### config.mk
export PLATFORM = sky130hd
export DESIGN_NAME = rsvg_numer
export DESIGN_NICKNAME = d
export VERILOG_FILES = /design/src/ring_sector_vertex_generator_top_assert.svh /design/src/rsvg_pkg.sv /design/src/rsvg_numer.sv
export SDC_FILE = /design/constraint.sdc
export NUM_CORES = 2
export LEC_CHECK = 0
export ABC_AREA = 1
export ABC_CLOCK_PERIOD_IN_PS = 12850
export BUFFER_PORTS_ARGS = -buffer_cell sky130_fd_sc_hd__buf_2
export CAP_MARGIN = 20
export CORE_MARGIN = 2
export CORE_UTILIZATION = 60
export CTS_CLUSTER_SIZE = 8
export DETAILED_ROUTE_END_ITERATION = 8
export GPL_ROUTABILITY_DRIVEN = 0
export PLACE_DENSITY_LB_ADDON = 0.15
export SKIP_LAST_GASP = 1
export SLEW_MARGIN = 20
export SYNTH_ARGS = -nofsm -noshare
export SYNTH_HDL_FRONTEND = slang
export SYNTH_SLANG_ARGS = --single-unit
### constraint.sdc
create_clock -name clock -period 12.85 [get_ports clock]
set_input_delay 1.285 -clock clock [delete_from_list [all_inputs] [get_ports clock]]
set_output_delay 1.285 -clock clock [all_outputs]
set_load 0.02 [all_outputs]
### src/ring_sector_vertex_generator_top_assert.svh
// ----------------------------------------------------------------------------
// Ring sector vertex generator assertion macros
// Shared property forms for the checks at the end of the top level.
// ----------------------------------------------------------------------------
`ifndef RING_SECTOR_VERTEX_GENERATOR_TOP_ASSERT_SVH
`define RING_SECTOR_VERTEX_GENERATOR_TOP_ASSERT_SVH

// same-cycle implication
`define RSVG_ASSERT_IMPL(label, clk, rst, ante, cons) \
   label: assert property (@(posedge clk) disable iff (rst) (ante) |-> (cons)) \
      else $error("rsvg: same-cycle check failed");

// next-cycle implication
`define RSVG_ASSERT_NEXT(label, clk, rst, ante, cons) \
   label: assert property (@(posedge clk) disable iff (rst) (ante) |=> (cons)) \
      else $error("rsvg: next-cycle check failed");

`endif

### src/rsvg_pkg.sv
// ----------------------------------------------------------------------------
// Ring sector vertex generator package
// Shared types, fixed-point constants and the CORDIC arctangent table.
// ----------------------------------------------------------------------------
package rsvg_pkg;

   localparam int NUM_W        = 25;   // dividend width of the divider pipes
   localparam int DIV_CNT      = 8;
   localparam int CORDIC_STEPS = 16;
   localparam int CORDIC_LAT   = CORDIC_STEPS + 3;

   localparam int TWO_PI_Q16  = 411775;
   localparam int PI_Q16      = 205887;
   localparam int HALF_PI_Q16 = 102944;
   localparam int CORDIC_GAIN = 39797;
   localparam int TRIG_MAX    = 65536;
   localparam int TWO_PI_Q12  = 25736;

   // divider lanes
   localparam int DIV_A0    = 0;
   localparam int DIV_A1    = 1;
   localparam int DIV_ROUT0 = 2;
   localparam int DIV_RIN0  = 3;
   localparam int DIV_ROUT1 = 4;
   localparam int DIV_RIN1  = 5;
   localparam int DIV_U0    = 6;
   localparam int DIV_U1    = 7;

   typedef enum logic [2:0] {
      CSR_SLICE_COUNT = 3'd0,
      CSR_START_ANGLE = 3'd1,
      CSR_END_ANGLE   = 3'd2,
      CSR_START_INNER = 3'd3,
      CSR_START_OUTER = 3'd4,
      CSR_END_INNER   = 3'd5,
      CSR_END_OUTER   = 3'd6
   } csr_index_type;

   typedef logic [NUM_W-1:0] numer_type;

   typedef struct packed {
      logic [8:0]         slice_count;
      logic signed [15:0] start_angle;
      logic signed [15:0] end_angle;
      logic [15:0]        start_inner;
      logic [15:0]        start_outer;
      logic [15:0]        end_inner;
      logic [15:0]        end_outer;
   } cfg_type;

   typedef struct packed {
      logic       valid;
      logic [7:0] slice;
      logic       neg0;
      logic       neg1;
      logic       full;
   } div_side_type;

   typedef struct packed {
      logic        valid;
      logic [7:0]  slice;
      logic [15:0] rout0;
      logic [15:0] rin0;
      logic [15:0] rout1;
      logic [15:0] rin1;
      logic [16:0] u0;
      logic [16:0] u1;
   } geo_side_type;

   typedef struct packed {
      geo_side_type       geo;
      logic signed [17:0] sin0;
      logic signed [17:0] cos0;
      logic signed [17:0] sin1;
      logic signed [17:0] cos1;
   } corner_in_type;

   function automatic logic signed [19:0] atan_q16(input logic [3:0] k);
      logic signed [19:0] a;
      case (k)
         4'd0:    a = 20'sd51472;
         4'd1:    a = 20'sd30386;
         4'd2:    a = 20'sd16055;
         4'd3:    a = 20'sd8150;
         4'd4:    a = 20'sd4091;
         4'd5:    a = 20'sd2047;
         4'd6:    a = 20'sd1024;
         4'd7:    a = 20'sd512;
         4'd8:    a = 20'sd256;
         4'd9:    a = 20'sd128;
         4'd10:   a = 20'sd64;
         4'd11:   a = 20'sd32;
         4'd12:   a = 20'sd16;
         4'd13:   a = 20'sd8;
         4'd14:   a = 20'sd4;
         default: a = 20'sd2;
      endcase
      return a;
   endfunction

endpackage

### src/rsvg_numer.sv
// ----------------------------------------------------------------------------
// Numerator front end
// Three stages: capture, products, rounded dividends for the divider lanes.
// ----------------------------------------------------------------------------
module rsvg_numer import rsvg_pkg::*; (
   input  logic         clock,
   input  logic         reset,
   input  logic         en,
   input  logic         in_valid,
   input  logic [7:0]   in_slice,
   input  cfg_type      cfg,
   input  logic [8:0]   slice_n,
   output numer_type    num_out [DIV_CNT],
   output div_side_type side_out
);

   logic               v1_ff, v2_ff;
   logic [7:0]         i1_ff, i2_ff;
   logic signed [16:0] sweep;
   logic [8:0]         k0, k1, w0, w1, k0b, k1b;
   logic signed [26:0] pa0_in, pa1_in, pa0_ff, pa1_ff;
   logic signed [26:0] mag0, mag1;
   logic [24:0]        prod_in [8];
   logic [24:0]        prod_ff [8];
   logic               full_in, full2_ff;
   numer_type          half;
   numer_type          num_in [DIV_CNT];
   numer_type          num_ff [DIV_CNT];
   div_side_type       side_in, side_ff;

   assign sweep = {cfg.end_angle[15], cfg.end_angle} - {cfg.start_angle[15], cfg.start_angle};

   // products stage
   always_comb begin
      k0 = {1'b0, i1_ff};
      k1 = k0 + 9'd1;
      w0 = slice_n - k0;
      w1 = w0 - 9'd1;
      pa0_in = $signed({1'b0, k0}) * sweep;
      pa1_in = $signed({1'b0, k1}) * sweep;
      prod_in[0] = 25'(cfg.start_outer) * 25'(w0);
      prod_in[1] = 25'(cfg.end_outer) * 25'(k0);
      prod_in[2] = 25'(cfg.start_inner) * 25'(w0);
      prod_in[3] = 25'(cfg.end_inner) * 25'(k0);
      prod_in[4] = 25'(cfg.start_outer) * 25'(w1);
      prod_in[5] = 25'(cfg.end_outer) * 25'(k1);
      prod_in[6] = 25'(cfg.start_inner) * 25'(w1);
      prod_in[7] = 25'(cfg.end_inner) * 25'(k1);
      // full circle closes back onto the start angle
      full_in = (k0 == slice_n - 9'd1) && (sweep >= 17'(TWO_PI_Q12 - 1))
                && (sweep <= 17'(TWO_PI_Q12 + 1));
   end

   // dividend stage
   always_comb begin
      half = NUM_W'(slice_n[8:1]);
      k0b  = {1'b0, i2_ff};
      k1b  = k0b + 9'd1;
      mag0 = pa0_ff[26] ? -pa0_ff : pa0_ff;
      mag1 = pa1_ff[26] ? -pa1_ff : pa1_ff;
      num_in[DIV_A0]    = mag0[NUM_W-1:0] + half;
      num_in[DIV_A1]    = mag1[NUM_W-1:0] + half;
      num_in[DIV_ROUT0] = prod_ff[0] + prod_ff[1] + half;
      num_in[DIV_RIN0]  = prod_ff[2] + prod_ff[3] + half;
      num_in[DIV_ROUT1] = prod_ff[4] + prod_ff[5] + half;
      num_in[DIV_RIN1]  = prod_ff[6] + prod_ff[7] + half;
      num_in[DIV_U0]    = {k0b, 16'd0} + half;
      num_in[DIV_U1]    = {k1b, 16'd0} + half;
      side_in.valid = v2_ff;
      side_in.slice = i2_ff;
      side_in.neg0  = pa0_ff[26];
      side_in.neg1  = pa1_ff[26];
      side_in.full  = full2_ff;
   end

   always_ff @(posedge clock) begin
      if (reset) begin
         v1_ff   <= 1'b0;
         v2_ff   <= 1'b0;
         side_ff <= '0;
      end else if (en) begin
         // drop indices at or beyond the slice count
         v1_ff   <= in_valid && ({1'b0, in_slice} < slice_n);
         v2_ff   <= v1_ff;
         side_ff <= side_in;
      end
   end

   always_ff @(posedge clock) begin
      if (en) begin
         i1_ff    <= in_slice;
         i2_ff    <= i1_ff;
         pa0_ff   <= pa0_in;
         pa1_ff   <= pa1_in;
         full2_ff <= full_in;
         for (int p = 0; p < 8; p++) begin
            prod_ff[p] <= prod_in[p];
         end
         for (int d = 0; d < DIV_CNT; d++) begin
            num_ff[d] <= num_in[d];
         end
      end
   end

   assign num_out  = num_ff;
   assign side_out = side_ff;

endmodule

== Yosys cells after proc, flatten, opt, wreduce, memory -nomap -nowiden ==
Memory sizes are Yosys's and may differ from the RTL's.
Cells that the tools add are included.
Cells by class
  $mul: 10
  equal/unequal tests: 1
  $add $sub $neg: 20
  reductions and logical operators: 3
  $lt $le $gt $ge: 3
  mux-type cells: 4
Operator list (count)
  $add A25 B8 Y25: 7
  $mul A16 B9 Y25: 6
  $add A25 B25 Y25: 4
  $mux W25: 2
  $neg A25 Y25: 2
  $mul A16 B8 Y24: 2
  $mul A10 B17 Y27: 1
  $mul A9 B17 Y26: 1
  $add A24 B8 Y25: 1
  $add A8 B1 Y9 const B: 2
  $sub A9 B1 Y9 const B: 2
  $ge A17 B16 Y1 const B: 1
  $le A17 B16 Y1 const B: 1
  $sub A16 B16 Y17: 1
  $eq A8 B9 Y1: 1
  $lt A8 B9 Y1: 1
  $sub A9 B8 Y9: 1
  $logic_and A1 B1 Y1: 3
  $mux W1: 2
Word-level totals
  memory bits (writable): 200
  output and inout bits: 212
  register bits after elaboration: 284
  memories kept: 1
  bits of input ports: 126
Memories
  prod_ff: words 8, width 25, read ports 8, clocked after Yosys merged registers in 0, wr ports 8, line rsvg_numer.sv:24  | logic [24:0] prod_ff [8];

== Longest topological paths before layout ==
  depth after elaboration: 4
  depth in mapped cells: 36

== Worst setup path after synthesis ==
Ideal clock, no wire load.
  path kind: input -> register
  start: input cfg[64] in the netlist's numbering
  end: register pa1_ff[24], data pin
  stages on the path: 36
  slack: 5.467 ns
  library setup time: 0.257 ns
  data required time: 12.593 ns
  buffers on the path: 1
  data arrival time: 7.126 ns
  cells stage by stage: inv_1 > ha_1 > fa_1 > inv_1 > nand3_1 > nand2_1 > nand3_1 > nand2_1 > nand3b_1 > nand2_1 > nand2_1 > nand2_1 > inv_1 > buf_2 > nor2_1 > inv_1 > fa_1 > inv_1 > fa_1 > inv_1 > fa_1 > inv_1 > fa_1 > inv_1 > fa_1 > inv_1 > ha_1 > a21oi_1 > o21ai_0 > a21oi_1 > nand3_1 > nand2_1 > nand2_1 > nand2_1 > nand2_1 > xor2_1
On the way
  cells in the longest elaborated chain, start to end: 2
Ends and longest elaborated chain
  from (decl): line rsvg_numer.sv:11  | input cfg_type cfg,
  $sub A16 B16 Y17: line rsvg_numer.sv:31  | assign sweep = {cfg.end_angle[15], cfg.end_angle} - {cfg.start_angle[15], cfg.start_angle};
  $mul A10 B17 Y27: line rsvg_numer.sv:40  | pa1_in = $signed({1'b0, k1}) * sweep;
  named net pa1_in[24]: line rsvg_numer.sv:21  | logic signed [26:0] pa0_in, pa1_in, pa0_ff, pa1_ff;
  to (signal assigned): line rsvg_numer.sv:94  | pa1_ff <= pa1_in;
  to (decl): line rsvg_numer.sv:21
The timed path passes the listed nets, and every way through them passes these cells.
A chain may end at the register's enable or synchronous reset.

==> impl_metrics.csv <==
group,metric,value,unit
status,status,"finished, final reports clean",
synthesis,synth_edf_count,442,
sta,drv_slew,0,
grt,grt-ovfl-total,0,
floorplan,start_util,60.3,%
worst_setup_path,endpoint_kind,"flip-flop",
min_path,hold_path.class,"reg -> reg",
detailed_routing,wl_per_cell,18.7,um
detailed_routing,vias_per_cell,5.63,
grt,antenna_found_initial,12,
cts,clock_path_buffers,3,
synthesis,syn_area_per_cell,8.49,um2
synthesis,ys.flop_type,"edfxtp_1",
floorplan,io_pins,338,
detailed_routing,dr.pass1.iters,8,
sta,hold_violations,0,
cts,cts_tree,"yes",
cells_and_area,area_delta_synth_final,6.88,%
worst_setup_path,crit_required,13240,ps
grt,grt_max_degree,149,
worst_setup_path,crit_fanout,29,
cts,cts_made_buffers,69,
cells_and_area,nFillCells,9912,
floorplan,dieArea,119000,um2
cells_and_area,drive_above_1_share,6.04,%
sta,tns,0,ps
cells_and_area,layout.nets,10300,
synthesis,yosys_warnings,0,
min_path,min_from,"i2_ff[7]",
worst_setup_path,path_common_cell,"inv_1",
sta,layout_min_cycle_time,9100,ps
detailed_routing,first_iter_violations,4437,
cts,holdBufCountCts,0,
detailed_routing,wl,187000,um
sta,fmax,0.110,GHz
synthesis,netlist_instances,8221,
sta,tightestPinTransition,1170,ps
floorplan,die_y,345,um
placement,port_buffers,311,
cts,clk_latency,670,ps
sta,finalCritPeriodShare,70.8,%
placement,hpwl,147000,um
synthesis,async_flop_share,0,%
grt,grt_pass1_vias,57100,
synthesis,synth_top_cell_by_area,"fa_1",
grt,grt_pass1_wl,300000,um
synthesis,ys_ff_latch,456,
detailed_routing,vias,56200,
job,cap_violations,0,
floorplan,coreArea,116000,um2
synthesis,synth_area_leaders,"fa_1 (30%), edfxtp_1 (19%), ha_1 (12%)",
worst_setup_path,cp_slowest_cell,"edfxtp_1",
detailed_routing,antenna_left,0,
cts,cts.sinks,456,
synthesis,netlist_area,69800,um2
cts,root_buffer,"clkbuf_16",
floorplan,die_w,345,um
sta,final.setup.worst_slack,3750,ps
worst_setup_path,slowest_delay,990,ps
sta,rsz0062_at_grt,"no",
worst_setup_path,startpoint_type,"flip-flop",
floorplan,core.rowCount,125,
worst_setup_path,crit_path_start,"i1_ff[2]",
sta,setup_viol,0,
synthesis,ys_types,55,
cts,cts_resized,0,
cts,postCtsSetupBuffers,0,
synthesis,yosysTopAreaCellShare,29.8,%
synthesis,seq_area_frac_synth,19.4,%
worst_setup_path,worst_ep_arrival_time,9490,ps
placement,pre_cts_slack,3640,ps
sta,slew_headroom,21.8,%
worst_setup_path,r2r-start,"i1_ff[2]",
cts,cts.clk_slew.worst_paths,50,ps
worst_setup_path,critPathKind,"reg -> reg",
cts,cts_max_level,3,
cells_and_area,mostFrequentLayoutCells,"nand2_1 (1690), inv_1 (1690), fa_1 (1039)",
grt,grt.total_usage,32.2,%
detailed_routing,drcViolationCount,0,
sta,fin_skew,31.8,ps
## cell usage after synthesis, types with 6 or more instances
library cell and n:
a211oi_1 8, a21o_1 33, a21oi_1 355, a31oi_1 24, buf_1 34, buf_2 21, buf_4 25, clkbuf_1 171
clkinv_1 25, dfxtp_1 14, edfxtp_1 442, fa_1 1039, ha_1 679, inv_1 1690, inv_2 11, nand2_1 1690
nand2_2 9, nand3_1 206, nand3b_1 22, nand4_1 57, nor2_1 835, nor2_2 22, nor2_4 6, nor3_1 45
nor4_1 26, o211ai_1 22, o21a_1 13, o21ai_0 224, o21bai_1 26, o221ai_1 7, o31ai_1 11, or2_2 12
xnor2_1 128, xor2_1 238
## worst max-delay path, delay by kind of cell (launching register included)
kind	cells	cell delay [ps]
XOR/XNOR	1	90
adder cells (fa/ha/maj)	6	2880
flip-flops	1	990
AND/OR/NAND/NOR	10	1620
buffers and inverters	7	2070
AO/OA/AOI/OAI	5	1140
## kinds of logic after synthesis
logic type | share of synthesized area (%)
other | 0.00538
AO/OA/AOI/OAI | 5.97
buffers and inverters | 10.9
AND/OR/NAND/NOR | 17.0
flip-flops | 19.4
XOR/XNOR | 4.67
adder cells (fa/ha/maj) | 42.0
## layer usage
layer | vias to the layer above | GRT usage (%) | share of wire [%]
met5 | - | 0 | 0.019
met4 | 6 | 13.3 | 4.3
li1 | 25700 | - | -
met1 | 27600 | 42.7 | 40
met2 | 2481 | 52.3 | 46
met3 | 431 | 5.82 | 9.1
## stage by stage
stage / hold WS [ps] / instance area, um2 / util, % / instances
after floorplan: 421 / 69800 / - / 8237
after global placement: 438 / 72600 / 62.7 / 9867
after detailed placement: 435 / 72600 / 62.7 / 9867
after CTS: 447 / 74500 / 64.4 / 9965
after global routing: 457 / 74600 / 64.4 / 9966
final: 445 / 74600 / 64.4 / 9971
## registers in the layout, summed over array words and instances (netlist names)
| signal | cells |
|---|---|
| prod_ff | 198 |
| num_out | 175 |
| pa0_ff | 26 |
| pa1_ff | 26 |
| side_out | 12 |
| i1_ff | 8 |
| i2_ff | 8 |
| full2_ff | 1 |
| v1_ff | 1 |
| v2_ff | 1 |
## path summary, 6_finish.rpt
path / end / slack, ps / cells past startpoint
setup reg to reg: prod_ff[1][19] / 3750 / 29
hold reg to reg: num_out[48] / 440 / 0
hold / removal: num_out[48] / 440 / 0
setup / recovery: prod_ff[1][19] / 3750 / 29
## cell type report
class / instances / area, um2 / area share, %
Antenna cell: 6 / 15.0 / 0.0201
Inverter: 1726 / 6480 / 8.69
Timing Repair Buffer: 362 / 1960 / 2.63
Tap cell: 1524 / 1910 / 2.56
Sequential cell: 456 / 13600 / 18.2
Clock buffer: 86 / 1810 / 2.43
Clock inverter: 12 / 150 / 0.201
Multi-Input combinational cell: 5799 / 48700 / 65.3
Power is left out: the tool's default activity adds up to more than one toggle a clock period on the data nets, which glitch-free logic cannot reach.
