===== src/ring_sector_vertex_generator_top_assert.svh =====
// ----------------------------------------------------------------------------
// Ring sector vertex generator assertion macros
// Shared property forms for the checks at the end of the top level.
// ----------------------------------------------------------------------------
`ifndef RING_SECTOR_VERTEX_GENERATOR_TOP_ASSERT_SVH
`define RING_SECTOR_VERTEX_GENERATOR_TOP_ASSERT_SVH

// same-cycle implication
`define RSVG_ASSERT_IMPL(label, clk, rst, ante, cons) \
   label: assert property (@(posedge clk) disable iff (rst) (ante) |-> (cons)) \
      else $error("rsvg: same-cycle check failed");

// next-cycle implication
`define RSVG_ASSERT_NEXT(label, clk, rst, ante, cons) \
   label: assert property (@(posedge clk) disable iff (rst) (ante) |=> (cons)) \
      else $error("rsvg: next-cycle check failed");

`endif


===== src/rsvg_pkg.sv =====
// ----------------------------------------------------------------------------
// Ring sector vertex generator package
// Shared types, fixed-point constants and the CORDIC arctangent table.
// ----------------------------------------------------------------------------
package rsvg_pkg;

   localparam int NUM_W        = 25;   // dividend width of the divider pipes
   localparam int DIV_CNT      = 8;
   localparam int CORDIC_STEPS = 16;
   localparam int CORDIC_LAT   = CORDIC_STEPS + 3;

   localparam int TWO_PI_Q16  = 411775;
   localparam int PI_Q16      = 205887;
   localparam int HALF_PI_Q16 = 102944;
   localparam int CORDIC_GAIN = 39797;
   localparam int TRIG_MAX    = 65536;
   localparam int TWO_PI_Q12  = 25736;

   // divider lanes
   localparam int DIV_A0    = 0;
   localparam int DIV_A1    = 1;
   localparam int DIV_ROUT0 = 2;
   localparam int DIV_RIN0  = 3;
   localparam int DIV_ROUT1 = 4;
   localparam int DIV_RIN1  = 5;
   localparam int DIV_U0    = 6;
   localparam int DIV_U1    = 7;

   typedef enum logic [2:0] {
      CSR_SLICE_COUNT = 3'd0,
      CSR_START_ANGLE = 3'd1,
      CSR_END_ANGLE   = 3'd2,
      CSR_START_INNER = 3'd3,
      CSR_START_OUTER = 3'd4,
      CSR_END_INNER   = 3'd5,
      CSR_END_OUTER   = 3'd6
   } csr_index_type;

   typedef logic [NUM_W-1:0] numer_type;

   typedef struct packed {
      logic [8:0]         slice_count;
      logic signed [15:0] start_angle;
      logic signed [15:0] end_angle;
      logic [15:0]        start_inner;
      logic [15:0]        start_outer;
      logic [15:0]        end_inner;
      logic [15:0]        end_outer;
   } cfg_type;

   typedef struct packed {
      logic       valid;
      logic [7:0] slice;
      logic       neg0;
      logic       neg1;
      logic       full;
   } div_side_type;

   typedef struct packed {
      logic        valid;
      logic [7:0]  slice;
      logic [15:0] rout0;
      logic [15:0] rin0;
      logic [15:0] rout1;
      logic [15:0] rin1;
      logic [16:0] u0;
      logic [16:0] u1;
   } geo_side_type;

   typedef struct packed {
      geo_side_type       geo;
      logic signed [17:0] sin0;
      logic signed [17:0] cos0;
      logic signed [17:0] sin1;
      logic signed [17:0] cos1;
   } corner_in_type;

   function automatic logic signed [19:0] atan_q16(input logic [3:0] k);
      logic signed [19:0] a;
      case (k)
         4'd0:    a = 20'sd51472;
         4'd1:    a = 20'sd30386;
         4'd2:    a = 20'sd16055;
         4'd3:    a = 20'sd8150;
         4'd4:    a = 20'sd4091;
         4'd5:    a = 20'sd2047;
         4'd6:    a = 20'sd1024;
         4'd7:    a = 20'sd512;
         4'd8:    a = 20'sd256;
         4'd9:    a = 20'sd128;
         4'd10:   a = 20'sd64;
         4'd11:   a = 20'sd32;
         4'd12:   a = 20'sd16;
         4'd13:   a = 20'sd8;
         4'd14:   a = 20'sd4;
         default: a = 20'sd2;
      endcase
      return a;
   endfunction

endpackage


===== src/rsvg_cordic.sv =====
// ----------------------------------------------------------------------------
// Sine/cosine pipeline
// Range reduction, quadrant fold, sixteen CORDIC rotations and a clamp.
// ----------------------------------------------------------------------------
module rsvg_cordic import rsvg_pkg::*; (
   input  logic               clock,
   input  logic               en,
   input  logic signed [17:0] angle,
   output logic signed [17:0] sin_out,
   output logic signed [17:0] cos_out
);

   logic signed [22:0] z_full;
   logic signed [18:0] zr_in, zr_ff;
   logic signed [19:0] zf_in, zf_ff;
   logic               negf_in, negf_ff;
   logic signed [19:0] x_in [CORDIC_STEPS];
   logic signed [19:0] y_in [CORDIC_STEPS];
   logic signed [19:0] z_in [CORDIC_STEPS];
   logic signed [19:0] x_ff [CORDIC_STEPS];
   logic signed [19:0] y_ff [CORDIC_STEPS];
   logic signed [19:0] z_ff [CORDIC_STEPS];
   logic               neg_ff [CORDIC_STEPS];
   logic signed [19:0] xn, yn;
   logic signed [17:0] sin_in, cos_in, sin_ff, cos_ff;

   assign z_full = {angle[17], angle, 4'd0};

   // reduce into [-pi, pi]: count whole turns in parallel
   always_comb begin
      int m_pos, m_neg, zi;
      m_pos = 0;
      m_neg = 0;
      zi = int'(z_full);
      for (int j = 0; j < 5; j++) begin
         if (zi > PI_Q16 + j * TWO_PI_Q16) begin
            m_pos = m_pos + 1;
         end
         if (zi < -PI_Q16 - j * TWO_PI_Q16) begin
            m_neg = m_neg + 1;
         end
      end
      zr_in = 19'(zi + (m_neg - m_pos) * TWO_PI_Q16);
   end

   // fold into [-pi/2, pi/2], negate both results on a fold
   always_comb begin
      int zz;
      zz = int'(zr_ff);
      negf_in = 1'b0;
      if (zz > HALF_PI_Q16) begin
         zz = zz - PI_Q16;
         negf_in = 1'b1;
      end else if (zz < -HALF_PI_Q16) begin
         zz = zz + PI_Q16;
         negf_in = 1'b1;
      end
      zf_in = 20'(zz);
   end

   always_comb begin
      logic signed [19:0] xs, ys, zs, dx, dy;
      for (int k = 0; k < CORDIC_STEPS; k++) begin
         if (k == 0) begin
            xs = 20'(CORDIC_GAIN);
            ys = '0;
            zs = zf_ff;
         end else begin
            xs = x_ff[k-1];
            ys = y_ff[k-1];
            zs = z_ff[k-1];
         end
         dx = ys >>> k;
         dy = xs >>> k;
         if (zs >= 0) begin
            x_in[k] = xs - dx;
            y_in[k] = ys + dy;
            z_in[k] = zs - atan_q16(4'(k));
         end else begin
            x_in[k] = xs + dx;
            y_in[k] = ys - dy;
            z_in[k] = zs + atan_q16(4'(k));
         end
      end
   end

   // undo the fold and clamp to one
   always_comb begin
      xn = neg_ff[CORDIC_STEPS-1] ? -x_ff[CORDIC_STEPS-1] : x_ff[CORDIC_STEPS-1];
      yn = neg_ff[CORDIC_STEPS-1] ? -y_ff[CORDIC_STEPS-1] : y_ff[CORDIC_STEPS-1];
      if (xn > 20'(TRIG_MAX)) begin
         cos_in = 18'(TRIG_MAX);
      end else if (xn < -20'(TRIG_MAX)) begin
         cos_in = -18'(TRIG_MAX);
      end else begin
         cos_in = xn[17:0];
      end
      if (yn > 20'(TRIG_MAX)) begin
         sin_in = 18'(TRIG_MAX);
      end else if (yn < -20'(TRIG_MAX)) begin
         sin_in = -18'(TRIG_MAX);
      end else begin
         sin_in = yn[17:0];
      end
   end

   always_ff @(posedge clock) begin
      if (en) begin
         zr_ff   <= zr_in;
         zf_ff   <= zf_in;
         negf_ff <= negf_in;
         for (int k = 0; k < CORDIC_STEPS; k++) begin
            x_ff[k]   <= x_in[k];
            y_ff[k]   <= y_in[k];
            z_ff[k]   <= z_in[k];
            neg_ff[k] <= (k == 0) ? negf_ff : neg_ff[(k == 0) ? 0 : k-1];
         end
         sin_ff <= sin_in;
         cos_ff <= cos_in;
      end
   end

   assign sin_out = sin_ff;
   assign cos_out = cos_ff;

endmodule


===== config.mk =====
export PLATFORM = sky130hd
export DESIGN_NAME = rsvg_cordic
export DESIGN_NICKNAME = d
export VERILOG_FILES = /design/src/ring_sector_vertex_generator_top_assert.svh /design/src/rsvg_pkg.sv /design/src/rsvg_cordic.sv
export SDC_FILE = /design/constraint.sdc
export NUM_CORES = 2
export LEC_CHECK = 0
export BUFFER_PORTS_ARGS = -buffer_cell sky130_fd_sc_hd__buf_2
export CORE_MARGIN = 2
export CORE_UTILIZATION = 25
export DETAILED_ROUTE_END_ITERATION = 12
export SETUP_SLACK_MARGIN = 0.15
export SYNTH_ARGS = -nofsm -noshare
export SYNTH_HDL_FRONTEND = slang
export SYNTH_SLANG_ARGS = --single-unit

===== constraint.sdc =====
create_clock -name clock -period 21.4 [get_ports clock]
set_input_delay 1.07 -clock clock [delete_from_list [all_inputs] [get_ports clock]]
set_output_delay 1.07 -clock clock [all_outputs]
set_load 0.02 [all_outputs]

Yosys cells after proc, flatten, opt, wreduce, memory -nomap -nowiden
Memories as Yosys holds them, arrays and structs flattened.
Index checks and enable logic that the tools add are counted.
- register bits after elaboration: 76
- bits in writable memories: 976
- output and inout port bits: 36
- memories: 4
- add/subtract/negate cells: 106
- multipliers: 1
- magnitude comparators: 32
- mux-type cells: 98
- reduce and logical (&&, ||, !) cells: 2
- memory list (name ; words ; bits a word ; read ports ; clocked after Yosys merged registers in ; wr ports ; RTL line ; text):
    x_ff ; 16 ; 20 ; 16 ; 0 ; 16 ; rsvg_cordic.sv:20 ; logic signed [19:0] x_ff [CORDIC_STEPS];
    y_ff ; 16 ; 20 ; 16 ; 0 ; 16 ; rsvg_cordic.sv:21 ; logic signed [19:0] y_ff [CORDIC_STEPS];
    z_ff ; 16 ; 20 ; 15 ; 0 ; 16 ; rsvg_cordic.sv:22 ; logic signed [19:0] z_ff [CORDIC_STEPS];
    neg_ff ; 16 ; 1 ; 16 ; 0 ; 16 ; rsvg_cordic.sv:23 ; logic neg_ff [CORDIC_STEPS];
- operator list (kind ; number):
    $mux W20 ; 83
    $add A20 B20 Y20 ; 16
    $ge A20 B1 Y1 const B ; 16
    $sub A20 B20 Y20 ; 16
    $add A32 B2 Y32 const B ; 8
    $mux W32 ; 8
    $gt A22 B21 Y1 const B ; 2
    $gt A22 B22 Y1 const B ; 2
    $lt A22 B21 Y1 const B ; 2
    $lt A22 B22 Y1 const B ; 2
    $add A20 B10 Y20 ; 2
    $add A20 B11 Y20 ; 2
    $add A20 B12 Y20 ; 2
    $add A20 B13 Y20 ; 2
    $add A20 B14 Y20 ; 2
    $add A20 B15 Y20 ; 2
    $add A20 B16 Y20 ; 2
    $add A20 B17 Y20 ; 2
    $add A20 B18 Y20 ; 2
    $add A20 B19 Y20 ; 2
    $add A20 B5 Y20 ; 2
    $add A20 B6 Y20 ; 2
    $add A20 B7 Y20 ; 2
    $add A20 B8 Y20 ; 2
    other kinds (31) ; 56

Depth between registers and ports, before layout
- depth in word-level cells: 13
- depth in mapped cells: 47

Worst setup path after synthesis
OpenSTA, ideal clock, no wires.
- path kind: input to register
- start: input angle[2]
- end: register zr_ff[18] (data pin)
- data arrival time: 11.106 ns
- required time: 21.139 ns
- path slack: 10.033 ns
- stages on the path: 42
- path through: clkbuf_1 > o21ai_0 > nand2b_1 > a311o_1 > a211o_1 > a21oi_1 > nor2_1 > o21ai_0 > and2_1 > inv_1 > ha_1 > xnor2_1 > ha_1 > mux2_2 > ha_1 > mux2_2 > ha_1 > nor2b_1 > (+6 left out) > fa_1 > inv_1 > ha_1 > ha_1 > fa_1 > inv_1 > fa_1 > inv_1 > ha_1 > a21o_1 > a21oi_1 > o21ai_0 > a31oi_1 > nor2b_1 > o21a_1 > o41ai_1 > o21ai_0 > xnor2_1
- longest elaborated chain between the ends: 13
- RTL lines (item ; RTL line ; text):
    from (decl) ; rsvg_cordic.sv:8 ; input logic signed [17:0] angle,
    $lt A22 B19 Y1 or $gt A22 B19 Y1 (tied branches) ; rsvg_cordic.sv:39, rsvg_cordic.sv:36 ;
    $mux W1, on equally long branches ; rsvg_cordic.sv:39, rsvg_cordic.sv:36 ;
    $add A32 B2 Y32, on equally long branches ; rsvg_cordic.sv:40, rsvg_cordic.sv:37 ;
    $mux W32, on equally long branches ; rsvg_cordic.sv:39, rsvg_cordic.sv:36 ;
    $add A32 B2 Y32, on equally long branches ; rsvg_cordic.sv:40, rsvg_cordic.sv:37 ;
    $mux W32, on equally long branches ; rsvg_cordic.sv:39, rsvg_cordic.sv:36 ;
    $add A32 B2 Y32, on equally long branches ; rsvg_cordic.sv:40, rsvg_cordic.sv:37 ;
    $mux W32, on equally long branches ; rsvg_cordic.sv:39, rsvg_cordic.sv:36 ;
    $add A32 B2 Y32, on equally long branches ; rsvg_cordic.sv:40, rsvg_cordic.sv:37 ;
    $mux W32, on equally long branches ; rsvg_cordic.sv:39, rsvg_cordic.sv:36 ;
    $sub A32 B32 Y32 ; rsvg_cordic.sv:43 ; zr_in = 19'(zi + (m_neg - m_pos) * TWO_PI_Q16);
    $mul A32 B20 Y19 ; rsvg_cordic.sv:43 ;
    $add A19 B19 Y19 (*) ; rsvg_cordic.sv:43 ;
    via zr_in[18] ; rsvg_cordic.sv:14 ; logic signed [18:0] zr_in, zr_ff;
    to (signal assigned) ; rsvg_cordic.sv:109 ; zr_ff <= zr_in;
    to (decl) ; rsvg_cordic.sv:14 ;
Mark *: on every way through the listed nets, which the timed path passes. The rest lies on a longest branch.
A chain may end at the register's enable or synchronous reset.

Final worst setup path
- start: input angle[4]
- end: register zr_ff[18] (data pin)
Same word-level chain as after synthesis.

==> results.sh <==
export IMPL_status="finished clean"
export IMPL_synth_async_reset_ratio_pct=0
export IMPL_wire_per_inst_um=13.8
export IMPL_finalCritPeriodShare_pct=51.4
export IMPL_ys_ff_latch=969
export IMPL_num_rows=203
export IMPL_coreArea_um2=305000
export IMPL_start_util_pct=25.1
export IMPL_worstSetupEndpointType="register"
export IMPL_tightest_slew_ns=1.08
export IMPL_track_usage_pct=10.4
export IMPL_r2r_worst_path_cells=21
export IMPL_grt_pass1_wl_um=271000
export IMPL_cts_repair_resized=0
export IMPL_cpPeakStageDelay_ns=0.68
export IMPL_clock_latency_ns=0.72
export IMPL_slew_violations=0
export IMPL_grt_pass1_vias=53639
export IMPL_period_minus_slack_ns=11.00
export IMPL_ys_seq_area_share_pct=38.0
export IMPL_cap_viol_max_count=0
export IMPL_final_core_util_pct=28.0
export IMPL_reg2reg_from="z_ff[0][99]"
export IMPL_hp_class="reg -> reg"
export IMPL_fin_setup_tns_ns=0
export IMPL_first_pass_iters=5
export IMPL_drc=0
export IMPL_synth_ff_type="edfxtp_1"
export IMPL_yosysUniqueCellTypes=88
export IMPL_numCtsBuffers=105
export IMPL_grt_max_degree=195
export IMPL_syn_area_per_cell_um2=10.0
export IMPL_ioPinCount=56
export IMPL_h_tree_depth=3
export IMPL_clockBufferDepth=3
export IMPL_nets=8770
export IMPL_ctsHoldBuffers=0
export IMPL_cp_start_kind="input port"
export IMPL_synth_edf_count=969
export IMPL_maxSlewHeadroom_pct=27.1
export IMPL_cts_num_sinks=969
export IMPL_dieArea_um2=311000
export IMPL_synth_common_cells="edfxtp_1 (969), ha_1 (909), xnor2_1 (657)"
export IMPL_dp_hpwl_um=129000
export IMPL_antenna_left=0
export IMPL_cpMostUsedCell="ha_1"
export IMPL_skew_ns=0.0653
export IMPL_clk_pin_slew_worst_paths_ns=0.07
export IMPL_antenna_found_initial=1
export IMPL_r2r_slack_ns=15.85
export IMPL_yosysMostFrequentCell="edfxtp_1"
export IMPL_instances_no_fill=11923
export IMPL_fmax_mhz=90.9
export IMPL_synth_top_cells_by_area="edfxtp_1 (38%), ha_1 (15%), xnor2_1 (7.5%)"
export IMPL_synth_warnings=0
export IMPL_drive_gt1_share_pct=4.73
export IMPL_r2r_end="x_ff[0][118]"
export IMPL_grt_overflow_total=0
export IMPL_finalSetupViolations=0
export IMPL_final_hold_viol_count=0
export IMPL_syn_area_um2=76500
export IMPL_rsz0062_at_grt="false"
export IMPL_dp_cells=11727
export IMPL_synth_top_area_share_pct=38.0
export IMPL_die_w_um=557
export IMPL_drtIter0Drc=2593
export IMPL_io_buffers=55
export IMPL_cp_startpoint="angle[4]"
export IMPL_dieHeight_um=557
export IMPL_timing_final_ws_setup_ns=10.40
export IMPL_post_cts_buffers=0
export IMPL_place_ws_ns=9.65
export IMPL_crit_fanout=11
export IMPL_wl_um=164000
export IMPL_routabilityCongestion=0.875
export IMPL_tritoncts="done"
export IMPL_area_delta_synth_final_pct=11.6
export IMPL_clockRootBuffer="clkbuf_16"
export IMPL_cp_arrival_ns=11.46
export IMPL_slowest_stage="nor2_1"
export IMPL_synthCells=7628
export IMPL_crit_end="zr_ff[18]"
export IMPL_viasPerCell=4.55
export IMPL_via_count=54217
export IMPL_yosysTopAreaCell="edfxtp_1"
export IMPL_required_ns=21.86
export IMPL_path_class="in -> reg"
-- final cells by class --
cell class | instances | area [µm²]
fillers | 32197 | 220000
multi-input cells | 6089 | 45300
flip-flops and latches | 969 | 29100
well taps | 4100 | 5130
clock buffers | 122 | 2710
inverters | 476 | 1790
clock inverters | 72 | 772
repair buffers | 93 | 583
diodes | 2 | 5.00
-- state kept, by name (all words and copies together) (netlist names) --
name / cells
sin_out: 18
cos_out: 18
z_ff: 281
zr_ff: 19
x_ff: 297
zf_ff: 20
y_ff: 299
neg_ff: 16
negf_ff: 1
-- critical path: cells and delay by family --
family                     cells  cell delay, ns
adders and majority gates     13            4.75
AOI/OAI and AO/OA             10            2.41
and+or+nand+nor                7            1.63
xor gates and xnor gates       5            0.93
buffers and inverters          5            0.35
muxes                          1            0.29
-- worst min path at each step --
stage | depth (start not counted) | start | endpoint | slack (ns)
3_5_place_dp | 0 | neg_ff[0][0] | neg_ff[0][1] | 0.40
5_1_grt | 0 | neg_ff[1][4] | neg_ff[1][5] | 0.43
3_3_place_gp | 0 | neg_ff[1][5] | neg_ff[1][6] | 0.40
4_1_cts | 0 | neg_ff[0][1] | neg_ff[0][2] | 0.41
2_1_floorplan | 0 | negf_ff | neg_ff[0][0] | 0.40
6_report | 0 | neg_ff[0][1] | neg_ff[0][2] | 0.41
-- per-layer routing --
layer | track usage, % | wire length, µm
met1 | 11.8 | 69600
met2 | 19.7 | 84200
met3 | 1.19 | 4010
met4 | 4.21 | 6490
met5 | 0 | 0
-- layout by cell type, fill, tap and decap left out, drive strengths merged, types with 129 or more instances in the layout --
master,count
nor2,611
xor2,356
nor3,166
nand3,129
edfxtp,969
o21ai,403
inv,474
a21oi,620
nand2,499
xnor2,658
ha,909
a21o,239
-- per-stage QoR --
step                cell area [µm²]  hold WS (ns)
finish                        85400         0.409
global route                  85400         0.429
CTS                           85400         0.410
detailed placement            81900         0.405
global placement              81900         0.401
floorplan                     76600         0.400
-- kinds of logic (layout without fill, tap and decap cells) --
logic type	count (synthesis)	in the layout	synth area share [%]
DFF	969	969	38.0
buffers and inverters	575	763	2.85
other	2	9	0.00981
xor gates and xnor gates	1014	1014	11.6
adders and majority gates	1016	1016	17.7
muxes	53	53	0.734
AOI/OAI and AO/OA	1951	1951	16.1
and+or+nand+nor	2048	2048	13.0
Power is left out: the tool's default activity adds up to more than one toggle a clock period on the data nets, which glitch-free logic cannot reach.
