===== src/ring_sector_vertex_generator_top_assert.svh =====
// ----------------------------------------------------------------------------
// Ring sector vertex generator assertion macros
// Shared property forms for the checks at the end of the top level.
// ----------------------------------------------------------------------------
`ifndef RING_SECTOR_VERTEX_GENERATOR_TOP_ASSERT_SVH
`define RING_SECTOR_VERTEX_GENERATOR_TOP_ASSERT_SVH

// same-cycle implication
`define RSVG_ASSERT_IMPL(label, clk, rst, ante, cons) \
   label: assert property (@(posedge clk) disable iff (rst) (ante) |-> (cons)) \
      else $error("rsvg: same-cycle check failed");

// next-cycle implication
`define RSVG_ASSERT_NEXT(label, clk, rst, ante, cons) \
   label: assert property (@(posedge clk) disable iff (rst) (ante) |=> (cons)) \
      else $error("rsvg: next-cycle check failed");

`endif


===== src/rsvg_pkg.sv =====
// ----------------------------------------------------------------------------
// Ring sector vertex generator package
// Shared types, fixed-point constants and the CORDIC arctangent table.
// ----------------------------------------------------------------------------
package rsvg_pkg;

   localparam int NUM_W        = 25;   // dividend width of the divider pipes
   localparam int DIV_CNT      = 8;
   localparam int CORDIC_STEPS = 16;
   localparam int CORDIC_LAT   = CORDIC_STEPS + 3;

   localparam int TWO_PI_Q16  = 411775;
   localparam int PI_Q16      = 205887;
   localparam int HALF_PI_Q16 = 102944;
   localparam int CORDIC_GAIN = 39797;
   localparam int TRIG_MAX    = 65536;
   localparam int TWO_PI_Q12  = 25736;

   // divider lanes
   localparam int DIV_A0    = 0;
   localparam int DIV_A1    = 1;
   localparam int DIV_ROUT0 = 2;
   localparam int DIV_RIN0  = 3;
   localparam int DIV_ROUT1 = 4;
   localparam int DIV_RIN1  = 5;
   localparam int DIV_U0    = 6;
   localparam int DIV_U1    = 7;

   typedef enum logic [2:0] {
      CSR_SLICE_COUNT = 3'd0,
      CSR_START_ANGLE = 3'd1,
      CSR_END_ANGLE   = 3'd2,
      CSR_START_INNER = 3'd3,
      CSR_START_OUTER = 3'd4,
      CSR_END_INNER   = 3'd5,
      CSR_END_OUTER   = 3'd6
   } csr_index_type;

   typedef logic [NUM_W-1:0] numer_type;

   typedef struct packed {
      logic [8:0]         slice_count;
      logic signed [15:0] start_angle;
      logic signed [15:0] end_angle;
      logic [15:0]        start_inner;
      logic [15:0]        start_outer;
      logic [15:0]        end_inner;
      logic [15:0]        end_outer;
   } cfg_type;

   typedef struct packed {
      logic       valid;
      logic [7:0] slice;
      logic       neg0;
      logic       neg1;
      logic       full;
   } div_side_type;

   typedef struct packed {
      logic        valid;
      logic [7:0]  slice;
      logic [15:0] rout0;
      logic [15:0] rin0;
      logic [15:0] rout1;
      logic [15:0] rin1;
      logic [16:0] u0;
      logic [16:0] u1;
   } geo_side_type;

   typedef struct packed {
      geo_side_type       geo;
      logic signed [17:0] sin0;
      logic signed [17:0] cos0;
      logic signed [17:0] sin1;
      logic signed [17:0] cos1;
   } corner_in_type;

   function automatic logic signed [19:0] atan_q16(input logic [3:0] k);
      logic signed [19:0] a;
      case (k)
         4'd0:    a = 20'sd51472;
         4'd1:    a = 20'sd30386;
         4'd2:    a = 20'sd16055;
         4'd3:    a = 20'sd8150;
         4'd4:    a = 20'sd4091;
         4'd5:    a = 20'sd2047;
         4'd6:    a = 20'sd1024;
         4'd7:    a = 20'sd512;
         4'd8:    a = 20'sd256;
         4'd9:    a = 20'sd128;
         4'd10:   a = 20'sd64;
         4'd11:   a = 20'sd32;
         4'd12:   a = 20'sd16;
         4'd13:   a = 20'sd8;
         4'd14:   a = 20'sd4;
         default: a = 20'sd2;
      endcase
      return a;
   endfunction

endpackage


===== src/rsvg_rsp_if.sv =====
// ----------------------------------------------------------------------------
// Vertex response channel
// Valid/ready channel carrying one vertex per word.
// ----------------------------------------------------------------------------
interface rsvg_rsp_if;
   logic               valid;
   logic               ready;
   logic [9:0]         vertex_number;
   logic signed [16:0] pos_x;
   logic signed [16:0] pos_y;
   logic [16:0]        tex_u;
   logic               tex_v;
   logic               last_vertex;

   modport source (output valid, output vertex_number, output pos_x, output pos_y,
                   output tex_u, output tex_v, output last_vertex, input ready);
   modport sink (input valid, input vertex_number, input pos_x, input pos_y,
                 input tex_u, input tex_v, input last_vertex, output ready);
endinterface


===== src/rsvg_corner.sv =====
// ----------------------------------------------------------------------------
// Corner sequencer
// Holds one slice, walks its four corners, scales and saturates positions.
// ----------------------------------------------------------------------------
module rsvg_corner import rsvg_pkg::*; (
   input  logic           clock,
   input  logic           reset,
   input  corner_in_type  slice_in,
   output logic           take,
   rsvg_rsp_if.source     rsp_chan
);

   corner_in_type      hold_ff;
   logic               hold_v_ff;
   logic [1:0]         corner_ff;
   logic               en_b;
   logic signed [17:0] s_sel, c_sel;
   logic signed [18:0] s_neg;
   logic [15:0]        r_sel;
   logic signed [35:0] px_in, py_in, px_ff, py_ff;
   logic               m_v_ff;
   logic [9:0]         m_vn_ff;
   logic [16:0]        m_u_ff;
   logic               m_tv_ff, m_last_ff;
   logic               o_v_ff;
   logic [9:0]         o_vn_ff;
   logic signed [16:0] o_x_ff, o_y_ff;
   logic [16:0]        o_u_ff;
   logic               o_tv_ff, o_last_ff;

   function automatic logic signed [16:0] scale_round(input logic signed [35:0] p);
      logic signed [36:0] t;
      logic signed [20:0] q;
      t = {p[35], p} + 37'sd32768;
      q = t[36:16];
      if (q > 21'sd65535) begin
         return 17'sd65535;
      end else if (q < -21'sd65536) begin
         return -17'sd65536;
      end
      return q[16:0];
   endfunction

   assign en_b = !o_v_ff || rsp_chan.ready;
   assign take = en_b && (!hold_v_ff || corner_ff == 2'd3);

   always_comb begin
      s_sel = corner_ff[0] ? hold_ff.sin1 : hold_ff.sin0;
      c_sel = corner_ff[0] ? hold_ff.cos1 : hold_ff.cos0;
      case (corner_ff)
         2'd0:    r_sel = hold_ff.geo.rout0;
         2'd1:    r_sel = hold_ff.geo.rout1;
         2'd2:    r_sel = hold_ff.geo.rin0;
         default: r_sel = hold_ff.geo.rin1;
      endcase
      s_neg = -{s_sel[17], s_sel};
      px_in = s_neg * $signed({1'b0, r_sel});
      py_in = c_sel * $signed({1'b0, r_sel});
   end

   always_ff @(posedge clock) begin
      if (reset) begin
         hold_v_ff <= 1'b0;
         corner_ff <= 2'd0;
         m_v_ff    <= 1'b0;
         o_v_ff    <= 1'b0;
      end else begin
         if (take) begin
            hold_v_ff <= slice_in.geo.valid;
            corner_ff <= 2'd0;
         end else if (en_b && hold_v_ff) begin
            corner_ff <= corner_ff + 2'd1;
         end
         if (en_b) begin
            m_v_ff <= hold_v_ff;
            o_v_ff <= m_v_ff;
         end
      end
   end

   always_ff @(posedge clock) begin
      if (take) begin
         hold_ff <= slice_in;
      end
      if (en_b) begin
         px_ff     <= px_in;
         py_ff     <= py_in;
         m_vn_ff   <= {hold_ff.geo.slice, corner_ff};
         m_u_ff    <= corner_ff[0] ? hold_ff.geo.u1 : hold_ff.geo.u0;
         m_tv_ff   <= corner_ff[1];
         m_last_ff <= (corner_ff == 2'd3);
         o_vn_ff   <= m_vn_ff;
         o_x_ff    <= scale_round(px_ff);
         o_y_ff    <= scale_round(py_ff);
         o_u_ff    <= m_u_ff;
         o_tv_ff   <= m_tv_ff;
         o_last_ff <= m_last_ff;
      end
   end

   assign rsp_chan.valid         = o_v_ff;
   assign rsp_chan.vertex_number = o_vn_ff;
   assign rsp_chan.pos_x         = o_x_ff;
   assign rsp_chan.pos_y         = o_y_ff;
   assign rsp_chan.tex_u         = o_u_ff;
   assign rsp_chan.tex_v         = o_tv_ff;
   assign rsp_chan.last_vertex   = o_last_ff;

endmodule


===== src/flat_wrapper.sv =====
// flat-port wrapper written by rule: the top's interface ports become plain ports
module rsvg_corner_flat import rsvg_pkg::*;
  (clock, reset, slice_in, take, rsp_chan_valid, rsp_chan_vertex_number, rsp_chan_pos_x, rsp_chan_pos_y, rsp_chan_tex_u, rsp_chan_tex_v, rsp_chan_last_vertex, rsp_chan_ready);
  rsvg_rsp_if rsp_chan_i ();
  input  logic clock;
  input  logic reset;
  input  corner_in_type slice_in;
  output logic take;
  output wire logic [$bits(rsp_chan_i.valid)-1:0] rsp_chan_valid;
  output wire logic [$bits(rsp_chan_i.vertex_number)-1:0] rsp_chan_vertex_number;
  output wire logic [$bits(rsp_chan_i.pos_x)-1:0] rsp_chan_pos_x;
  output wire logic [$bits(rsp_chan_i.pos_y)-1:0] rsp_chan_pos_y;
  output wire logic [$bits(rsp_chan_i.tex_u)-1:0] rsp_chan_tex_u;
  output wire logic [$bits(rsp_chan_i.tex_v)-1:0] rsp_chan_tex_v;
  output wire logic [$bits(rsp_chan_i.last_vertex)-1:0] rsp_chan_last_vertex;
  input wire logic [$bits(rsp_chan_i.ready)-1:0] rsp_chan_ready;
  assign rsp_chan_valid = rsp_chan_i.valid;
  assign rsp_chan_vertex_number = rsp_chan_i.vertex_number;
  assign rsp_chan_pos_x = rsp_chan_i.pos_x;
  assign rsp_chan_pos_y = rsp_chan_i.pos_y;
  assign rsp_chan_tex_u = rsp_chan_i.tex_u;
  assign rsp_chan_tex_v = rsp_chan_i.tex_v;
  assign rsp_chan_last_vertex = rsp_chan_i.last_vertex;
  assign rsp_chan_i.ready = rsp_chan_ready;
  rsvg_corner u_core (.clock(clock), .reset(reset), .slice_in(slice_in), .take(take), .rsp_chan(rsp_chan_i));
endmodule

===== config.mk =====
export PLATFORM = sky130hd
export DESIGN_NAME = rsvg_corner_flat
export DESIGN_NICKNAME = d
export VERILOG_FILES = /design/src/ring_sector_vertex_generator_top_assert.svh /design/src/rsvg_pkg.sv /design/src/rsvg_rsp_if.sv /design/src/rsvg_corner.sv /design/src/flat_wrapper.sv
export SDC_FILE = /design/constraint.sdc
export NUM_CORES = 2
export LEC_CHECK = 0
export ABC_CLOCK_PERIOD_IN_PS = 12850
export BUFFER_PORTS_ARGS = -buffer_cell sky130_fd_sc_hd__buf_2
export CORE_AREA = 2 2 245 247
export CTS_BUF_LIST = sky130_fd_sc_hd__clkbuf_16
export CTS_CLUSTER_DIAMETER = 80
export DETAILED_ROUTE_END_ITERATION = 10
export DIE_AREA = 0 0 247 249
export GPL_TIMING_DRIVEN = 0
export PLACE_DENSITY = 0.8
export SLEW_MARGIN = 20
export SYNTH_ARGS = -nofsm -noshare
export SYNTH_HDL_FRONTEND = slang
export SYNTH_SLANG_ARGS = --single-unit

===== constraint.sdc =====
create_clock -name clock -period 12.85 [get_ports clock]
set_input_delay 2.57 -clock clock [delete_from_list [all_inputs] [get_ports clock]]
set_output_delay 2.57 -clock clock [all_outputs]
set_load 0.03 [all_outputs]

# == Word-level counts from Yosys, hierarchy flattened ==
# Cells that the tools add are included.
# word_totals
ff_bits,346
output_inout_bits,65
in_bits,182
wordCells,64
# op_classes
n_mul,2
eq_ne,3
addsub,4
reduce_logical,8
order_cmp,4
n_mux,16
# op_table
cell,count
$mux W17,7
$pmux W16 S3,1
$gt A21 B17 Y1 const B,2
$lt A21 B17 Y1 const B,2
$add A36 B17 Y37 const B,1
$add A35 B17 Y36 const B,1
$mul A19 B17 Y36,1
$mux W18,2
$mul A18 B17 Y35,1
$neg A19 Y19,1
$mux W1,6
$eq A2 B2 Y1 const B,2
$add A2 B1 Y2 const B,1
$eq A2 B1 Y1 const B,1
$logic_and A1 B1 Y1,2
$logic_not A1 Y1,2
$logic_not A2 Y1,1
$logic_or A1 B1 Y1,2
$reduce_or A2 Y1,1

# == Depth between registers and ports, before layout ==
# depth
ltp_word,6
ltp_mapped,36
depth_no_buf,30

# == Worst setup path before layout ==
# OpenSTA, ideal clock, no wires.
# synth_path
path_kind,in2out
startpoint,input port rsp_chan_ready
endpoint,output port take
arrival_time_ns,10.422
path_stages,2
setup_slack_ns,-0.142
required_time_ns,10.280
path_cell_list,nor2b_1 nor2_1
# synth_between
elab_chain_len,2
# synth_lines
item,line_no,source
from (decl),flat_wrapper.sv:16,input wire logic [$bits(rsp_chan_i.ready)-1:0] rsp_chan_ready;
$logic_or A1 B1 Y1,rsvg_corner.sv:44,assign en_b = !o_v_ff || rsp_chan.ready;
$logic_and A1 B1 Y1,rsvg_corner.sv:45,assign take = en_b && (!hold_v_ff || corner_ff == 2'd3);
to (decl),flat_wrapper.sv:8,output logic take;
# No other way between the ends.

# == Final worst setup path ==
# layout_path
startpoint,register u_core.corner_ff[0]
endpoint,"register u_core.px_ff[35], data pin"
# layout_between
elab_chain_len,3
elab_cells_between_ends,7
# layout_lines
item,line_no,source
from (decl),rsvg_corner.sv:15,logic [1:0] corner_ff;
from (signal assigned),rsvg_corner.sv:72,corner_ff <= corner_ff + 2'd1;
"$mux W18, or another cell as far along",rsvg_corner.sv:48,s_sel = corner_ff[0] ? hold_ff.sin1 : hold_ff.sin0;
$neg A19 Y19 / $pmux W16 S3 (equally long branches),"rsvg_corner.sv:56, rsvg_corner.sv:50",
$mul A19 B17 Y36 *,rsvg_corner.sv:57,"px_in = s_neg * $signed({1'b0, r_sel});"
named net u_core.px_in[35],rsvg_corner.sv:20,"logic signed [35:0] px_in, py_in, px_ff, py_ff;"
to (signal assigned),rsvg_corner.sv:86,px_ff <= px_in;
to (decl),rsvg_corner.sv:20,
# The timed path passes the listed nets; every way through them passes the cells marked *.
# A chain may end at the register's enable or synchronous reset.

==> impl_metrics.json <==
{
  "status": "complete, no violations",
  "drt-initial-drc-count": 1862,
  "port_buffers": 246,
  "syn_nets": 4078,
  "slew-limit-headroom_pct": 16.35,
  "synth_area_um2": 33230,
  "layout_commonest_cell": "inv_1",
  "row_count": 89,
  "finalHoldViolCount": 0,
  "crit_top_cell": "fa_1",
  "netlist_instances": 3122,
  "hold_path.class": "reg -> reg",
  "synth_cell_types": 67,
  "clock-sinks": 314,
  "start_kind": "register",
  "synth_edf_count": 309,
  "yosysSeqAreaShare_pct": 28.22,
  "max_stage_delay_ns": 0.93,
  "drt-wirelength-per-cell_um": 20.11,
  "dp_hpwl_um": 67600,
  "grt_pass1_vias": 25200,
  "fill_cells": 4569,
  "clockRootBuffer": "clkbuf_16",
  "grt_pass1_wl_um": 134500,
  "maxCapViolCount": 0,
  "vias": 23260,
  "setup_viol": 0,
  "synth_seq_cells": 314,
  "rr_worst_depth": 33,
  "die_h_um": 249,
  "crit_type": "reg -> reg",
  "clock.fmax_ghz": 0.08314,
  "arrival_ns": 12.34,
  "drtAntennaViolNets": 0,
  "slew_viol_final": 0,
  "tns_ns": 0,
  "worst_pin_slew_ns": 1.255,
  "viasPerCell": 5.519,
  "fin_crit_sh_pct": 93.60,
  "cp_top_family": "adder cells",
  "gp_congestion": 1.024,
  "cts_tree": "built",
  "path_clk_slew_ns": 0.07,
  "layout_min_cycle_time_ns": 12.03,
  "drcViolationCount": 0,
  "synthFlopType": "edfxtp_1",
  "drtPass1Iterations": 8,
  "antenna_found_initial": 3,
  "cts_max_level": 2,
  "path_max_fanout": 10,
  "overflow": 0,
  "mostFrequentLayoutCells": "inv_1, fa_1, nand2_1",
  "path_depth": 33,
  "syn_avg_cell_area_um2": 10.64,
  "die_area_um2": 61500,
  "grtUsageTotal_pct": 28.91,
  "numCtsBuffers": 35,
  "cts_hold_buffers": 0,
  "async_flop_share_pct": 0,
  "cts_resized": 0,
  "clk-insertion-delay-late_ns": 0.57,
  "hold_path_depth": 0,
  "required_ns": 13.17,
  "layout.nets": 4370,
  "core_um2": 58690,
  "ios": 247,
  "die-width_um": 247,
  "path_buf_inv": 11,
  "start_util_pct": 56.63,
  "wirelength_um": 84780,
  "area_delta_synth_final_pct": 10.79,
  "postCtsSetupRepairBufs": 0,
  "slowest_stage": "a221oi_1",
  "rsz0062_at_grt": "false",
  "cp-end-kind": "register",
  "ys_warn_count": 0,
  "drive_above_1_share_pct": 11.11,
  "clockBufferDepth": 3,
  "clock_skew_ns": 0.01351,
  "grt_max_degree": 79
}
## sequential cells by signal, summed over array words and instances, names as in the netlist, 10 cells and up
signal and cells:
u_core.hold_ff 178, u_core.px_ff 21, u_core.py_ff 20, u_core.m_u_ff 17, u_core.rsp_chan.pos_x 17, u_core.rsp_chan.pos_y 17, u_core.rsp_chan.tex_u 17, u_core.m_vn_ff 10
u_core.rsp_chan.vertex_number 10
## final cells by class
cell class	instances	area, µm²	share of cell area [%]
clock inverter	27	224.0	0.6083
multi-input combinational	1979	20800	56.49
inverter	745	2804	7.616
buffer	84	327.8	0.8904
clock buffer	35	875.8	2.379
antenna	3	7.507	0.02039
sequential	314	9379	25.47
tap	773	967.2	2.627
timing repair buffer	255	1433	3.891
## layer usage
| layer | wire [µm] | track usage [%] |
|---|---|---|
| met3 | 9352 | 8.274 |
| met1 | 29820 | 34.89 |
| met4 | 5150 | 14.29 |
| met5 | 0 | 0 |
| met2 | 40450 | 47.47 |
## cell families (layout without fill, tap and decap cells)
kind of cell               count (synthesis)  in the layout  synth area share, %
AOI/OAI and AO/OA                        193            193                3.667
other                                      0              3                    0
adders and majority gates                777            777                42.56
DFF                                      314            314                28.22
and+or+nand+nor                          795            795                9.895
xor gates and xnor gates                 122            122                3.261
muxes                                     92             92                2.993
buffers and inverters                    829           1146                9.401
## cells in the mapped netlist (3+ instances only)
cell type  count  share of area (%)
a221oi_1       4               0.11
nand4_1        8               0.15
o21bai_1       5               0.11
a222oi_1       8               0.24
o21a_1         5               0.11
and3_1         9               0.17
clkbuf_1      76               0.86
o21ai_0       50               0.75
xor2_1        41                1.1
a22oi_1       12               0.27
o31ai_1        4              0.090
nor2_1       309                3.5
nand2_1      365                4.1
ha_1         184                6.9
maj3_1         3              0.090
edfxtp_1     309                 28
o21ai_1        8               0.12
a31oi_1        4              0.075
fa_1         590                 36
inv_1        742                8.4
buf_2          4              0.060
or3_1          3              0.056
mux2_2        45                1.5
nor3_1        22               0.33
xnor2_1       79                2.1
and2_1        12               0.23
nand3_1       20               0.30
nand2b_1      14               0.26
a21oi_1       52               0.78
a21o_1        19               0.43
and4_1         5               0.13
a211oi_1       4              0.090
mux2i_1       45                1.4
nor2b_1       12               0.23
dfxtp_1        5               0.30
## metrics by stage
step / setup slack (ns) / area (µm²) / hold WS [ns] / instances / util (%)
4_1_cts: 0.8950 / 36780 / 0.4183 / 4212 / 62.67
6_report: 0.8226 / 36820 / 0.4168 / 4215 / 62.74
3_5_place_dp: 0.9792 / 35680 / 0.4045 / 4150 / 60.79
5_1_grt: 0.3073 / 36820 / 0.4242 / 4214 / 62.73
3_3_place_gp: 0.3334 / 35430 / 0.4013 / 4141 / 60.38
2_1_floorplan: 2.865 / 33230 / 0.4003 / 3122 / -
## path summary, 6_finish.rpt
| check | slack [ns] | start | endpoint |
|---|---|---|---|
| max | 0.82 | u_core.corner_ff[0] | u_core.px_ff[35] |
| min reg2reg | 0.42 | u_core.m_u_ff[6] | u_core.rsp_chan.tex_u[6] |
| max reg2reg | 0.82 | u_core.corner_ff[0] | u_core.px_ff[35] |
| min | 0.42 | u_core.m_u_ff[6] | u_core.rsp_chan.tex_u[6] |
Power is not shown: default switching activity piles up to over one toggle a cycle in this logic, so the estimate is an artifact.
